**src/hw/rtl/cfr_pkg.sv**
```systemverilog
package cfr_pkg;

    localparam int CFR_MAX_FRAME_BYTES = 256;

    // configuration register indexes
    localparam logic [1:0] REG_STATION_ID = 2'd0;

    // header
    localparam logic [7:0] HEADER_BYTE    = 8'hFF;
    localparam logic [2:0] HEADER_FF_COUNT = 3'd5;
    localparam logic [7:0] BROADCAST_ADDR = 8'h00;

    // frame byte positions
    localparam int IDX_CMD    = 6;
    localparam int IDX_LEN_LO = 7;
    localparam int IDX_LEN_HI = 8;

    // command codes
    localparam logic [7:0] CMD_READ_A  = 8'h14;
    localparam logic [7:0] CMD_READ_B  = 8'h15;
    localparam logic [7:0] CMD_WRITE   = 8'h17;
    localparam logic [7:0] CMD_READ_C  = 8'h19;
    localparam logic [7:0] CMD_EXT     = 8'h20;
    localparam logic [7:0] CMD_CONTROL = 8'h21;

    // frame lengths
    localparam int LEN_SHORT    = 9;
    localparam int LEN_LONG     = 15;
    localparam int LEN_CONTROL  = 11;
    localparam int LEN_EXT_BASE = 11;

    localparam logic [15:0] CRC_INIT = 16'hFFFF;
    localparam logic [15:0] CRC_POLY = 16'hA001;

    typedef struct packed {
        logic       valid;
        logic [7:0] data_byte;
        logic [7:0] byte_index;
        logic       frame_end;
        logic       crc_ok;
        logic       station_match;
    } cfr_result_t;

    // one byte through the reflected CRC-16/MODBUS register
    function automatic logic [15:0] crc_feed(input logic [15:0] crc, input logic [7:0] b);
        logic [15:0] c;
        c = crc ^ {8'h00, b};
        for (int k = 0; k < 8; k++) begin
            c = c[0] ? ((c >> 1) ^ CRC_POLY) : (c >> 1);
        end
        return c;
    endfunction

    function automatic logic [15:0] crc_header_seed();
        logic [15:0] c;
        c = CRC_INIT;
        for (int k = 0; k < 5; k++) begin
            c = crc_feed(c, HEADER_BYTE);
        end
        return c;
    endfunction

    // CRC after the five 0xFF preamble bytes
    localparam logic [15:0] CRC_HEADER_SEED = crc_header_seed();

endpackage

```
**src/hw/rtl/cfr_apb_regs.sv**
```systemverilog
module cfr_apb_regs (
    input  logic        aclk,
    input  logic        aresetn,
    input  logic        psel,
    input  logic        penable,
    input  logic        pwrite,
    input  logic [3:0]  paddr,
    input  logic [31:0] pwdata,
    output logic [31:0] prdata,
    output logic        pready,
    output logic [7:0]  station_id
);

    logic [7:0] station_id_reg;
    logic       wr_en;

    assign pready = 1'b1;
    assign wr_en  = psel && penable && pwrite && pready;

    always_ff @(posedge aclk) begin
        if (!aresetn) begin
            station_id_reg <= 8'h00;
        end else if (wr_en && paddr[3:2] == cfr_pkg::REG_STATION_ID) begin
            station_id_reg <= pwdata[7:0];
        end
    end

    always_comb begin
        prdata = 32'h0;
        if (paddr[3:2] == cfr_pkg::REG_STATION_ID) begin
            prdata = {24'h0, station_id_reg};
        end
    end

    assign station_id = station_id_reg;

endmodule

```
**src/hw/rtl/cfr_frame_ctrl.sv**
```systemverilog
module cfr_frame_ctrl #(
    parameter int MAX_FRAME_BYTES = cfr_pkg::CFR_MAX_FRAME_BYTES
) (
    input  logic                aclk,
    input  logic                aresetn,
    input  logic                step,
    input  logic [7:0]          rx_byte,
    input  logic [7:0]          station_id,
    output cfr_pkg::cfr_result_t result
);

    localparam int IDX_W = $clog2(MAX_FRAME_BYTES);
    localparam int LEN_W = $clog2(MAX_FRAME_BYTES + 1);
    localparam int CMP_W = LEN_W + 1;

    logic [2:0]       run_reg, run_next;
    logic [IDX_W-1:0] idx_reg, idx_next;
    logic [7:0]       cmd_reg, cmd_next;
    logic [7:0]       addr_reg, addr_next;
    logic [7:0]       len_low_reg, len_low_next;
    logic [LEN_W-1:0] decl_reg, decl_next;
    logic [15:0]      crc_reg, crc_next;

    logic             hunting;
    logic [15:0]      crc_step;
    logic [8:0]       total_ext;
    logic [LEN_W-1:0] decl_v;
    logic [CMP_W-1:0] idx_p1, idx_p2, decl_c;
    logic             drop, last, clear;
    cfr_pkg::cfr_result_t res;

    assign hunting   = (idx_reg == '0);
    assign crc_step  = cfr_pkg::crc_feed(crc_reg, rx_byte);
    assign total_ext = 9'(cfr_pkg::LEN_EXT_BASE) + {1'b0, len_low_reg};
    assign idx_p1    = CMP_W'(idx_reg) + CMP_W'(1);
    assign idx_p2    = CMP_W'(idx_reg) + CMP_W'(2);
    assign decl_c    = CMP_W'(decl_v);

    always_comb begin
        run_next     = run_reg;
        idx_next     = idx_reg;
        cmd_next     = cmd_reg;
        addr_next    = addr_reg;
        len_low_next = len_low_reg;
        decl_next    = decl_reg;
        crc_next     = crc_reg;
        decl_v       = decl_reg;
        drop         = 1'b0;
        last         = 1'b0;
        clear        = 1'b0;
        res               = '0;
        res.data_byte     = rx_byte;
        res.byte_index    = 8'(idx_reg);

        if (step) begin
            if (hunting) begin
                if (run_reg == cfr_pkg::HEADER_FF_COUNT &&
                    (rx_byte == station_id || rx_byte == cfr_pkg::BROADCAST_ADDR)) begin
                    addr_next = rx_byte;
                    crc_next  = cfr_pkg::crc_feed(cfr_pkg::CRC_HEADER_SEED, rx_byte);
                    idx_next  = IDX_W'(cfr_pkg::IDX_CMD);
                end else if (rx_byte == cfr_pkg::HEADER_BYTE) begin
                    // saturate: only the last five bytes matter
                    if (run_reg != cfr_pkg::HEADER_FF_COUNT) begin
                        run_next = run_reg + 3'd1;
                    end
                end else begin
                    run_next = '0;
                end
            end else begin
                if (idx_reg == IDX_W'(cfr_pkg::IDX_CMD)) begin
                    cmd_next = rx_byte;
                    case (rx_byte)
                        cfr_pkg::CMD_READ_A,
                        cfr_pkg::CMD_READ_B,
                        cfr_pkg::CMD_READ_C:  decl_v = LEN_W'(cfr_pkg::LEN_SHORT);
                        cfr_pkg::CMD_WRITE:   decl_v = LEN_W'(cfr_pkg::LEN_LONG);
                        cfr_pkg::CMD_CONTROL: decl_v = LEN_W'(cfr_pkg::LEN_CONTROL);
                        cfr_pkg::CMD_EXT:     decl_v = '0;
                        default:              drop   = 1'b1;
                    endcase
                end else if (cmd_reg == cfr_pkg::CMD_EXT &&
                             idx_reg == IDX_W'(cfr_pkg::IDX_LEN_LO)) begin
                    len_low_next = rx_byte;
                end else if (cmd_reg == cfr_pkg::CMD_EXT &&
                             idx_reg == IDX_W'(cfr_pkg::IDX_LEN_HI)) begin
                    // any nonzero high byte already overflows the buffer
                    if (rx_byte != 8'h00 || total_ext > 9'(MAX_FRAME_BYTES)) begin
                        drop = 1'b1;
                    end else begin
                        decl_v = LEN_W'(total_ext);
                    end
                end

                // the two trailing bytes are the received CRC, low byte first
                if (decl_v == '0 || idx_p2 < decl_c) begin
                    crc_next = crc_step;
                end else if (idx_p2 == decl_c) begin
                    len_low_next = rx_byte;
                end

                last      = (decl_v != '0) && (idx_p1 == decl_c);
                decl_next = decl_v;

                if (drop) begin
                    clear = 1'b1;
                end else begin
                    res.valid     = 1'b1;
                    res.frame_end = last;
                    if (last) begin
                        res.crc_ok        = ({rx_byte, len_low_reg} == crc_reg);
                        res.station_match = (addr_reg == station_id);
                        clear             = 1'b1;
                    end else begin
                        idx_next = IDX_W'(idx_p1);
                    end
                end
            end
        end

        if (clear) begin
            run_next     = '0;
            idx_next     = '0;
            cmd_next     = 8'h00;
            addr_next    = 8'h00;
            len_low_next = 8'h00;
            decl_next    = '0;
            crc_next     = cfr_pkg::CRC_INIT;
        end
    end

    always_ff @(posedge aclk) begin
        if (!aresetn) begin
            run_reg     <= '0;
            idx_reg     <= '0;
            cmd_reg     <= 8'h00;
            addr_reg    <= 8'h00;
            len_low_reg <= 8'h00;
            decl_reg    <= '0;
            crc_reg     <= cfr_pkg::CRC_INIT;
        end else begin
            run_reg     <= run_next;
            idx_reg     <= idx_next;
            cmd_reg     <= cmd_next;
            addr_reg    <= addr_next;
            len_low_reg <= len_low_next;
            decl_reg    <= decl_next;
            crc_reg     <= crc_next;
        end
    end

    assign result = res;

    a_no_partial_header: assert property (@(posedge aclk) disable iff (!aresetn)
        idx_reg == '0 || idx_reg >= IDX_W'(cfr_pkg::IDX_CMD))
        else $error("byte counter inside header range");

    a_hunt_clean: assert property (@(posedge aclk) disable iff (!aresetn)
        hunting |-> (crc_reg == cfr_pkg::CRC_INIT && decl_reg == '0))
        else $error("frame state not cleared while hunting");

    a_end_resync: assert property (@(posedge aclk) disable iff (!aresetn)
        (step && res.valid && res.frame_end) |=> hunting)
        else $error("receiver did not resync after frame end");

    a_run_bound: assert property (@(posedge aclk) disable iff (!aresetn)
        run_reg <= cfr_pkg::HEADER_FF_COUNT)
        else $error("preamble run counter overflow");

    a_index_in_frame: assert property (@(posedge aclk) disable iff (!aresetn)
        decl_reg != '0 |-> CMP_W'(idx_reg) < CMP_W'(decl_reg))
        else $error("byte index beyond declared frame length");

endmodule

```
**src/hw/rtl/command_frame_receiver_crc16.sv**
```systemverilog
// A byte accepted on s_ is held in the input register, decoded, and shown on m_ from the output register.
// Throughput: one byte per cycle while m_ready holds; header and dropped bytes produce no output beat.
// The per-byte CRC step and frame decode sit between the input and output registers.
// Reset (aresetn low, synchronous): station_id to 0, receiver back to hunting,
// CRC to 0xFFFF, both pipeline registers empty.
module command_frame_receiver_crc16 #(
    parameter int MAX_FRAME_BYTES = cfr_pkg::CFR_MAX_FRAME_BYTES
) (
    input  logic        aclk,
    input  logic        aresetn,
    input  logic        psel,
    input  logic        penable,
    input  logic        pwrite,
    input  logic [3:0]  paddr,
    input  logic [31:0] pwdata,
    output logic [31:0] prdata,
    output logic        pready,
    input  logic        s_valid,
    output logic        s_ready,
    input  logic [7:0]  s_rx_byte,
    output logic        m_valid,
    input  logic        m_ready,
    output logic [7:0]  m_data_byte,
    output logic [7:0]  m_byte_index,
    output logic        m_frame_end,
    output logic        m_crc_ok,
    output logic        m_station_match
);

    logic                 in_valid_reg;
    logic [7:0]           in_byte_reg;
    logic                 out_valid_reg;
    cfr_pkg::cfr_result_t out_reg;
    logic                 fire;
    logic [7:0]           station_id;
    cfr_pkg::cfr_result_t result;

    cfr_apb_regs u_regs (
        .aclk       (aclk),
        .aresetn    (aresetn),
        .psel       (psel),
        .penable    (penable),
        .pwrite     (pwrite),
        .paddr      (paddr),
        .pwdata     (pwdata),
        .prdata     (prdata),
        .pready     (pready),
        .station_id (station_id)
    );

    cfr_frame_ctrl #(
        .MAX_FRAME_BYTES (MAX_FRAME_BYTES)
    ) u_ctrl (
        .aclk       (aclk),
        .aresetn    (aresetn),
        .step       (fire),
        .rx_byte    (in_byte_reg),
        .station_id (station_id),
        .result     (result)
    );

    // advance the held byte whenever the output slot is free or draining
    assign fire    = in_valid_reg && (!out_valid_reg || m_ready);
    assign s_ready = !in_valid_reg || fire;

    always_ff @(posedge aclk) begin
        if (!aresetn) begin
            in_valid_reg <= 1'b0;
        end else if (s_valid && s_ready) begin
            in_valid_reg <= 1'b1;
        end else if (fire) begin
            in_valid_reg <= 1'b0;
        end
    end

    always_ff @(posedge aclk) begin
        if (s_valid && s_ready) begin
            in_byte_reg <= s_rx_byte;
        end
    end

    always_ff @(posedge aclk) begin
        if (!aresetn) begin
            out_valid_reg <= 1'b0;
        end else if (fire) begin
            out_valid_reg <= result.valid;
        end else if (m_ready) begin
            out_valid_reg <= 1'b0;
        end
    end

    always_ff @(posedge aclk) begin
        if (fire && result.valid) begin
            out_reg <= result;
        end
    end

    assign m_valid         = out_valid_reg;
    assign m_data_byte     = out_reg.data_byte;
    assign m_byte_index    = out_reg.byte_index;
    assign m_frame_end     = out_reg.frame_end;
    assign m_crc_ok        = out_reg.crc_ok;
    assign m_station_match = out_reg.station_match;

endmodule
```
**config.mk**
```make
export PLATFORM = sky130hd
export DESIGN_NAME = command_frame_receiver_crc16
export DESIGN_NICKNAME = d
export VERILOG_FILES = /design/src/hw/rtl/cfr_pkg.sv /design/src/hw/rtl/cfr_apb_regs.sv /design/src/hw/rtl/cfr_frame_ctrl.sv /design/src/hw/rtl/command_frame_receiver_crc16.sv
export SDC_FILE = /design/constraint.sdc
export NUM_CORES = 1
export LEC_CHECK = 0
export ABC_AREA = 1
export BUFFER_PORTS_ARGS = -buffer_cell sky130_fd_sc_hd__buf_2
export CORE_MARGIN = 3
export CORE_UTILIZATION = 40
export CTS_BUF_LIST = sky130_fd_sc_hd__clkbuf_8 sky130_fd_sc_hd__clkbuf_16
export CTS_CLUSTER_SIZE = 8
export DETAILED_ROUTE_END_ITERATION = 6
export GPL_TIMING_DRIVEN = 1
export PLACE_DENSITY = 0.7
export SYNTH_ARGS = -nofsm -noshare
export SYNTH_HDL_FRONTEND = slang
export SYNTH_SLANG_ARGS = --single-unit
export TNS_END_PERCENT = 20
```
**constraint.sdc**
```tcl
create_clock -name aclk -period 4.2 [get_ports aclk]
set_clock_uncertainty 0.15 [all_clocks]
set_input_delay 0.63 -clock aclk [delete_from_list [all_inputs] [get_ports aclk]]
set_output_delay 0.63 -clock aclk [all_outputs]
set_load 0.005 [all_outputs]
```
==> results of run 1 <==
## per-stage QoR
stage                     total power [W]  cell area [um^2]  util (%)  cells
after floorplan                   0.00117              6550         -    939
after global placement            0.00122              6960      44.9   1178
after detailed placement          0.00122              6960      44.9   1178
after CTS                         0.00209              7270      47.0   1194
after global routing              0.00216              7440      48.0   1210
final                             0.00209              7440      48.0   1210
## cells by family (layout without fill, tap and decap cells)
family | Yosys count | in the layout | synth area share, %
AND/OR/NAND/NOR | 450 | 450 | 30.7
buffers and inverters | 161 | 221 | 11.7
AO/OA/AOI/OAI | 127 | 127 | 10.9
flip-flops | 97 | 97 | 34.2
XOR/XNOR | 48 | 48 | 6.50
adder cells (fa/ha/maj) | 30 | 30 | 5.80
other | 2 | 25 | 0.116
multiplexers | 1 | 1 | 0.174
## metal layers
layer / vias to the layer above / global-route usage, % / part of all wire (%)
li1: 3062 / - / -
met1: 2752 / 24.7 / 46
met2: 178 / 30.6 / 46
met3: 20 / 1.93 / 5.3
met4: 0 / 7.37 / 2.3
met5: - / 0 / 0
## worst max-delay path: stages, from the launching register on
cell	delay (ps)
edfxtp_1	470
inv_1	90
buf_4	170
ha_1	190
nand4_1	100
clkinv_1	220
buf_4	240
nand4_1	90
nand2_1	50
nand2_1	70
nand2_1	90
nand2_1	90
nand2_1	120
ha_1	320
inv_1	40
nor2_1	130
o211ai_1	100
nand4_1	160
nand2_4	120
a21oi_4	290
buf_6	160
clkbuf_2	180
nand2_1	70
nand3_1	70
## cell usage after synthesis (2+ instances only)
library cell	number
nand2_1	230
nor2_1	101
inv_1	96
dfxtp_1	70
nand3_1	54
o21ai_0	54
a21oi_1	51
buf_4	30
ha_1	30
xor2_1	30
edfxtp_1	27
nand4_1	21
xnor2_1	18
clkbuf_1	13
inv_2	9
nand2_2	9
nor4_1	7
nor2_2	6
buf_2	5
nand3_2	5
o211ai_1	5
or2_2	5
buf_6	4
nor3_1	4
o22ai_1	4
clkinv_1	3
nand2_4	3
a21oi_4	2
a221oi_1	2
conb_1	2
o21a_1	2
o21ai_1	2
## what timing repair did
item / in CTS / in global routing
setup buffers: 0 / 16
resized for setup: 0 / 14
endpoints found under the setup margin: 0 / 24
## layout make-up
| type | instances | area (um^2) | area share (%) |
|---|---|---|---|
| multi-input combinational | 681 | 3610 | 48.6 |
| tap | 211 | 264 | 3.55 |
| timing repair buffer | 97 | 622 | 8.36 |
| inverter | 108 | 410 | 5.52 |
| sequential | 97 | 2210 | 29.7 |
| clock buffer | 9 | 225 | 3.03 |
| clock inverter | 7 | 92.6 | 1.24 |
## power by group through the flow
| stage | Clock [W] | Sequential (W) | Combinational (W) |
|---|---|---|---|
| 2_1_floorplan | 0 | 0.00100 | 0.000166 |
| 3_3_place_gp | 0 | 0.00100 | 0.000217 |
| 3_5_place_dp | 0 | 0.00100 | 0.000219 |
| 4_1_cts | 0.000890 | 0.000979 | 0.000221 |
| 5_1_grt | 0.000926 | 0.000980 | 0.000253 |
| 6_report | 0.000877 | 0.000979 | 0.000229 |
## worst paths after layout
path,start,end
max,in_byte_reg[4],u_ctrl.crc_reg[9]
min,s_rx_byte[4],in_byte_reg[4]
max reg2reg,in_byte_reg[4],u_ctrl.crc_reg[9]
min reg2reg,u_ctrl.idx_reg[7],m_byte_index[7]
==> impl_metrics.yaml, run 1 <==
sta:
  hold_violations: 0
  rsz0062_at_grt: "no"
  final.setup.tns_ps: 0
  drv_slew: 0
  slew_headroom_pct: 66.4
  setup_violations: 0
  worst_pin_slew_ps: 502
  whs_ps: 294
  postLayoutSetupSlackWorst_ps: 326
  finalCritPeriodShare_pct: 92.2
  finalCriticalPeriod_ps: 3870
  fmax_ghz: 0.258
route:
  drcViolationCount: 0
  drtAntennaViolNets: 0
  routed_via_density: 4.97
  num_vias: 6012
  wirelength_mm: 16.3
  dr.pass1.iters: 5
  routedWlPerCell_um: 13.5
  drt_iter0_drc: 366
placement:
  gp_congestion: 0.947
  dp_hpwl_mm: 12.4
  pre_cts_ws_ps: 162
  port_buffers: 53
global_route:
  grt_first_pass_wirelength_mm: 26.6
  grt.total_usage_pct: 18.4
  grt_pass1_vias: 5423
  gr-total-overflow: 0
  grt_max_degree: 20
  antenna_found_initial: 0
cells_and_area:
  layout_common_cells: "229 x nand2_1, 100 x nor2_1, 94 x inv_1"
  antenna_cells: 0
  layout_commonest_cell: "nand2_1"
  fin_nets: 1075
  fillers: 1536
  layout-drive-gt1-share_pct: 16.5
  largest_reg_flops: 16
  synthToLayoutAreaGrowth_pct: 15.0
worst_setup_path:
  r2r_cells: 23
  reg2reg_slack_ps: 330
  crit_path_start_kind: "register"
  cp.required_ps: 4350
  worstPathArrival_ps: 4020
  crit_path_end_kind: "register"
  worstPathMaxFanout: 9
  crit_type: "register to register"
pwr:
  swShare_pct: 26.3
  p_per_area_mw_per_mm2: 280
  peakVddDrop_mv: 0.293
  netSwitchingPower_w: 0.000548
  internal-power_w: 0.00154
  combPwrFrac_pct: 11.0
  cellLeakagePower_nw: 3.29
  sequentialPowerShare_pct: 46.9
  p_clk_share_pct: 42.1
clocking:
  htreeDepth: 3
  numCtsBuffers: 9
  cts_tree: "built"
  clk_latency_ps: 360
  cts_hold_buf: 0
  root_buffer: "clkbuf_16"
  clockBufferDepth: 2
  cts.sinks: 97
  cts.clk_slew.worst_paths_ps: 70
floorplan:
  dieArea_mm2: 0.0177
  initial_utilization_pct: 41.8
  num_rows: 45
  num_io_pins: 105
  dieHeight_um: 133
  die_w_um: 133
  core_mm2: 0.0155
flow_run:
  cap_violations: 0
status:
  status: "completed"
min_path:
  hp-class: "primary input to register"
  whs_path_depth: 1
logic_synthesis:
  yosys_warnings: 0
  async_flop_share_pct: 0
  avgSynthCellArea_um2: 7.06
  synthTopCellsByArea: "dfxtp_1 22%, nand2_1 13%, edfxtp_1 13%, nor2_1 5.9%, ha_1 5.8%"
  synth_largest_area_cell: "dfxtp_1"
  ys_ff_latch: 97
  synth.distinct_cells: 44
  synth_seq_area_share_pct: 34.2
  syn-cell-area_mm2: 0.00647
  synthCells: 916
  synth_top_area_share_pct: 21.7
  synth_ff_type: "dfxtp_1"
  synth_enable_flop_cells: 27
Power figures use the tool's default switching activity.
==> run 2, diff against run 1 <==
- ABC_AREA: 1 -> not set
==> impl_metrics.yaml, run 2 <==
status:
  status: "completed"
logic_synthesis:
  synth_largest_area_cell: "dfxtp_1"
  avgSynthCellArea_um2: 8.97
  yosysMostFrequentCell: "dfxtp_1"
  synth_ff_type: "dfxtp_1"
  synthTopCellsByArea: "dfxtp_1 23%, edfxtp_1 13%, xnor2_1 8.1%, ha_1 6.2%, mux2i_1 4.8%"
  synth.distinct_cells: 71
  netlist_top_cells_count: "70 x dfxtp_1, 67 x nor2_1, 64 x nand2_1"
  ys_ff_latch: 97
  yosys_warnings: 0
  synthCells: 675
  synth_seq_area_share_pct: 36.5
  synth_enable_flop_cells: 27
  syn-cell-area_mm2: 0.00605
  synth_top_area_share_pct: 23.1
  async_flop_share_pct: 0
clocking:
  cts_hold_buf: 0
  root_buffer: "clkbuf_16"
  cts_tree: "built"
  htreeDepth: 3
  numCtsBuffers: 9
  cts.sinks: 97
  clockBufferDepth: 2
  clk_latency_ps: 350
  cts.clk_slew.worst_paths_ps: 80
cells_and_area:
  instances_no_fill: 951
  fin_nets: 843
  layout_commonest_cell: "dfxtp_1"
  synthToLayoutAreaGrowth_pct: 18.0
  layout-drive-gt1-share_pct: 19.7
  antenna_cells: 0
  layout_common_cells: "68 x dfxtp_1, 67 x nor2_1, 63 x nand2_1"
  largest_reg_flops: 16
  final_core_util_pct: 48.8
floorplan:
  dieArea_mm2: 0.0166
  core_mm2: 0.0146
  die_w_um: 129
  num_io_pins: 105
  num_rows: 44
  dieHeight_um: 129
  initial_utilization_pct: 41.3
sta:
  setup_violations: 0
  hold_violations: 0
  fmax_ghz: 0.249
  drv_slew: 0
  slew_headroom_pct: 57.2
  finalCritPeriodShare_pct: 95.5
  worst_pin_slew_ps: 639
  finalCriticalPeriod_ps: 4010
min_path:
  whs_path_depth: 1
  hp-class: "primary input to register"
worst_setup_path:
  worstPathArrival_ps: 4050
  cp.depth: 13
  crit_path_end_kind: "register"
  slowest_delay_ps: 490
  r2r_cells: 13
  cp.required_ps: 4240
  crit_buf_inv: 1
  worstPathMaxFanout: 6
  cpMostUsedCell: "nand2_1"
  cp_cell_sequence: "inv_1 -> ha_1 -> nor3b_1 -> a211o_1 -> or3_4 -> nor2_4 -> nand2_1 -> and3_1 -> or4b_4 -> a2111oi_4 -> and2_1 -> nand2_1 -> nor3_1"
  crit_path_start_kind: "register"
  path_delay_family: "simple AND/OR/NAND/NOR gates"
  cpMaxStageDelayCell: "or4b_4"
  reg2reg_slack_ps: 190
  crit_type: "register to register"
route:
  wirelength_mm: 15.1
  drt_iter0_drc: 394
  drtAntennaViolNets: 0
  drcViolationCount: 0
  dr.pass1.iters: 5
  routedWlPerCell_um: 15.9
  num_vias: 5053
  routed_via_density: 5.31
pwr:
  p_per_area_mw_per_mm2: 282
  peakVddDrop_mv: 0.181
  cellLeakagePower_nw: 2.83
  power_w: 0.00202
flow_run:
  cap_violations: 0
global_route:
  gr-total-overflow: 0
  grt_first_pass_wirelength_mm: 24.6
  grt_max_degree: 36
  grt_pass1_vias: 4898
  antenna_found_initial: 0
  grt.total_usage_pct: 18.6
placement:
  gp_congestion: 0.921
  place_inst: 932
  port_buffers: 53
  dp_hpwl_mm: 11.6
-- run 2: final cells by class --
cell class                 instances  area, um^2
sequential                        97        2210
timing repair buffer             111         751
multi-input combinational        524        3570
tap                              184         230
clock inverter                     7        78.8
clock buffer                       9         225
fill                            1382        7500
inverter                          19        71.3
-- run 2: metrics by stage --
stage / worst slack [ps] / hold slack [ps] / area (um^2) / setup TNS [ps]
finish: 189 / 300 / 7140 / 0
global route: -13.7 / 286 / 7140 / -13.7
floorplan: 119 / 253 / 6140 / 0
CTS: 72.9 / 289 / 7070 / 0
detailed placement: 101 / 300 / 6770 / 0
global placement: 117 / 294 / 6770 / 0
-- run 2: layer usage --
| metal | track usage (%) | part of all wire [%] |
|---|---|---|
| met5 | 0 | 0 |
| met4 | 5.56 | 1.7 |
| met3 | 3.67 | 4.1 |
| met2 | 31.9 | 49 |
| met1 | 23.8 | 45 |
-- run 2: timing repair --
item / 4_1_cts / 5_1_grt
endpoints found under the setup margin: 0 / 39
resized for setup: 0 / 15
buffers inserted: 0 / 3
-- run 2: cell families (layout without fill, tap and decap cells) --
kind of cell,count (synthesis),after routing,synth area share [%]
AND/OR/NAND/NOR,250,250,21.2
AO/OA/AOI/OAI,103,103,11.9
flip-flops,97,97,36.5
XOR/XNOR,87,87,12.6
buffers and inverters,77,146,6.63
adder cells (fa/ha/maj),30,30,6.20
multiplexers,29,29,4.79
other,2,25,0.124
-- run 2: where the power goes --
| group | switching [W] | internal [W] |
|---|---|---|
| sequential | 0.00000889 | 0.000967 |
| combinational | 0.000118 | 0.0000928 |
| clock | 0.000406 | 0.000425 |
-- run 2: path summary, 6_finish.rpt --
check	endpoint	from
min	in_byte_reg[4]	s_rx_byte[4]
max	m_station_match	u_ctrl.idx_reg[1]
max reg2reg	m_station_match	u_ctrl.idx_reg[1]
min reg2reg	u_ctrl.cmd_reg[4]	u_ctrl.cmd_reg[4]
==> run 3, diff against run 2 <==
==> constraint.sdc (replaced) <==
create_clock -name aclk -period 4.2 [get_ports aclk]
set_clock_uncertainty 0.15 [all_clocks]
set_input_delay 0.21 -clock aclk [delete_from_list [all_inputs] [get_ports aclk]]
set_output_delay 0.21 -clock aclk [all_outputs]
set_load 0.005 [all_outputs]
==> impl_metrics.yaml, run 3 (synthesized netlist as in run 2, its figures left out) <==
status:
  status: "completed"
global_route:
  grt_first_pass_wirelength_mm: 25.6
  grt_pass1_vias: 5040
  grt_max_degree: 28
  antenna_found_initial: 0
  grt.total_usage_pct: 19.4
  gr-total-overflow: 0
route:
  drcViolationCount: 0
  routed_via_density: 5.25
  dr.pass1.iters: 5
  drt_iter0_drc: 391
  routedWlPerCell_um: 16.2
  drtAntennaViolNets: 0
  wirelength_mm: 15.8
  num_vias: 5106
pwr:
  cellLeakagePower_nw: 2.91
  p_per_area_mw_per_mm2: 282
  swShare_pct: 25.4
  combPwrFrac_pct: 10.9
  p_clk_share_pct: 42.0
  peakVddDrop_mv: 0.233
  netSwitchingPower_w: 0.000526
  sequentialPowerShare_pct: 47.1
  internal-power_w: 0.00155
worst_setup_path:
  reg2reg_to: "m_station_match"
  r2r_cells: 13
  r2r-start: "u_ctrl.idx_reg[1]"
  worstPathArrival_ps: 4090
  crit_path_end_kind: "register"
  reg2reg_slack_ps: 160
  worstPathMaxFanout: 6
  crit_path_start_kind: "register"
  crit_type: "register to register"
  cp.required_ps: 4250
cells_and_area:
  antenna_cells: 0
  largest_reg_flops: 16
  synthToLayoutAreaGrowth_pct: 21.3
  layout_commonest_cell: "dfxtp_1"
  fin_nets: 864
  layout_common_cells: "70 x dfxtp_1, 67 x nor2_1, 63 x nand2_1"
  fillers: 1351
  layout-drive-gt1-share_pct: 19.7
floorplan:
  die_w_um: 129
  dieArea_mm2: 0.0166
  num_io_pins: 105
  initial_utilization_pct: 41.3
  num_rows: 44
  core_mm2: 0.0146
  dieHeight_um: 129
sta:
  finalCritPeriodShare_pct: 96.3
  whs_ps: 50.0
  worst_pin_slew_ps: 566
  hold_violations: 0
  postLayoutSetupSlackWorst_ps: 156
  slew_headroom_pct: 62.1
  finalCriticalPeriod_ps: 4040
  fmax_ghz: 0.247
  drv_slew: 0
  setup_violations: 0
min_path:
  whs_path_depth: 2
  hp-class: "primary input to register"
  hp-start: "aresetn"
  hold_end: "m_valid"
placement:
  dp_hpwl_mm: 11.6
  gp_congestion: 0.926
  pre_cts_ws_ps: 104
  port_buffers: 53
clocking:
  cts.sinks: 97
  cts.clk_slew.worst_paths_ps: 70
  clockBufferDepth: 2
  htreeDepth: 3
  root_buffer: "clkbuf_16"
  clk_latency_ps: 350
  numCtsBuffers: 9
  cts_tree: "built"
flow_run:
  cap_violations: 0
## run 3: changes by cell type in the layout (fill, tap and decap cells not counted), moves of 2 or more
cell | before | now
dfxtp_2 | 2 | 0
o21ai_0 | 11 | 13
dlygate4sd3_1 | 0 | 17
o21ai_1 | 3 | 1
dfxtp_1 | 68 | 70
buf_4 | 54 | 59
## run 3: power groups by stage
stage / Clock, W / Sequential, W / Combinational (W)
floorplan: 0 / 0.000994 / 0.000165
global placement: 0 / 0.000997 / 0.000204
detailed placement: 0 / 0.000997 / 0.000206
CTS: 0.000882 / 0.000976 / 0.000220
global route: 0.000926 / 0.000976 / 0.000248
finish: 0.000870 / 0.000976 / 0.000226
## run 3: how the worst max path moves through the flow
stage	end	startpoint	slack, ps	cells after the start
after global routing	u_ctrl.len_low_reg[3]	in_byte_reg[0]	-4	19
after floorplan	u_ctrl.crc_reg[10]	in_byte_reg[7]	120	17
after CTS	u_ctrl.len_low_reg[7]	u_ctrl.len_low_reg[0]	90	18
after global placement	m_station_match	in_byte_reg[0]	120	12
after detailed placement	u_ctrl.len_low_reg[0]	u_ctrl.len_low_reg[0]	100	18
final	m_station_match	u_ctrl.idx_reg[1]	160	13
## run 3: layout make-up
class | instances | area [um^2] | area share, %
inverter | 19 | 71.3 | 0.971
sequential | 97 | 2210 | 30.1
clock buffer | 9 | 225 | 3.07
multi-input combinational | 524 | 3580 | 48.7
timing repair buffer | 132 | 938 | 12.8
clock inverter | 7 | 87.6 | 1.19
tap | 184 | 230 | 3.13
## run 3: metrics by stage
stage | cell area (um^2) | power, W | setup TNS [ps] | utilization [%] | cells
finish | 7340 | 0.00207 | 0 | 50.2 | 972
global route | 7340 | 0.00215 | -3.67 | 50.2 | 972
CTS | 7240 | 0.00208 | 0 | 49.4 | 965
floorplan | 6140 | 0.00116 | 0 | - | 698
detailed placement | 6760 | 0.00120 | 0 | 46.1 | 932
global placement | 6760 | 0.00120 | 0 | 46.1 | 932
## run 3: worst max-delay path, stage by stage (launching register included)
cell       delay (ps)
dfxtp_1           340
inv_1             100
ha_1              210
nor3b_1           160
a211o_2           360
or3_4             380
nor2_4            170
nand2_1           120
and3_1            220
or4b_4            500
a2111oi_4         500
and2_1            280
nand2_1           190
nor3_1            220
## run 3: metal layers
metal | vias up | global-route usage, % | part of all wire, %
met5 | - | 0 | 0
met1 | 2395 | 24.7 | 45
met2 | 150 | 33.5 | 49
li1 | 2534 | - | -
met4 | 0 | 5.99 | 1.8
met3 | 27 | 3.38 | 4.1
## run 3: timing repair
item                                    in CTS  in global routing
gates resized for setup                      0                 13
hold buffers                                17                  0
hold endpoints to repair                    17                  0
buffers inserted                             0                  7
endpoints found under the setup margin       0                 60
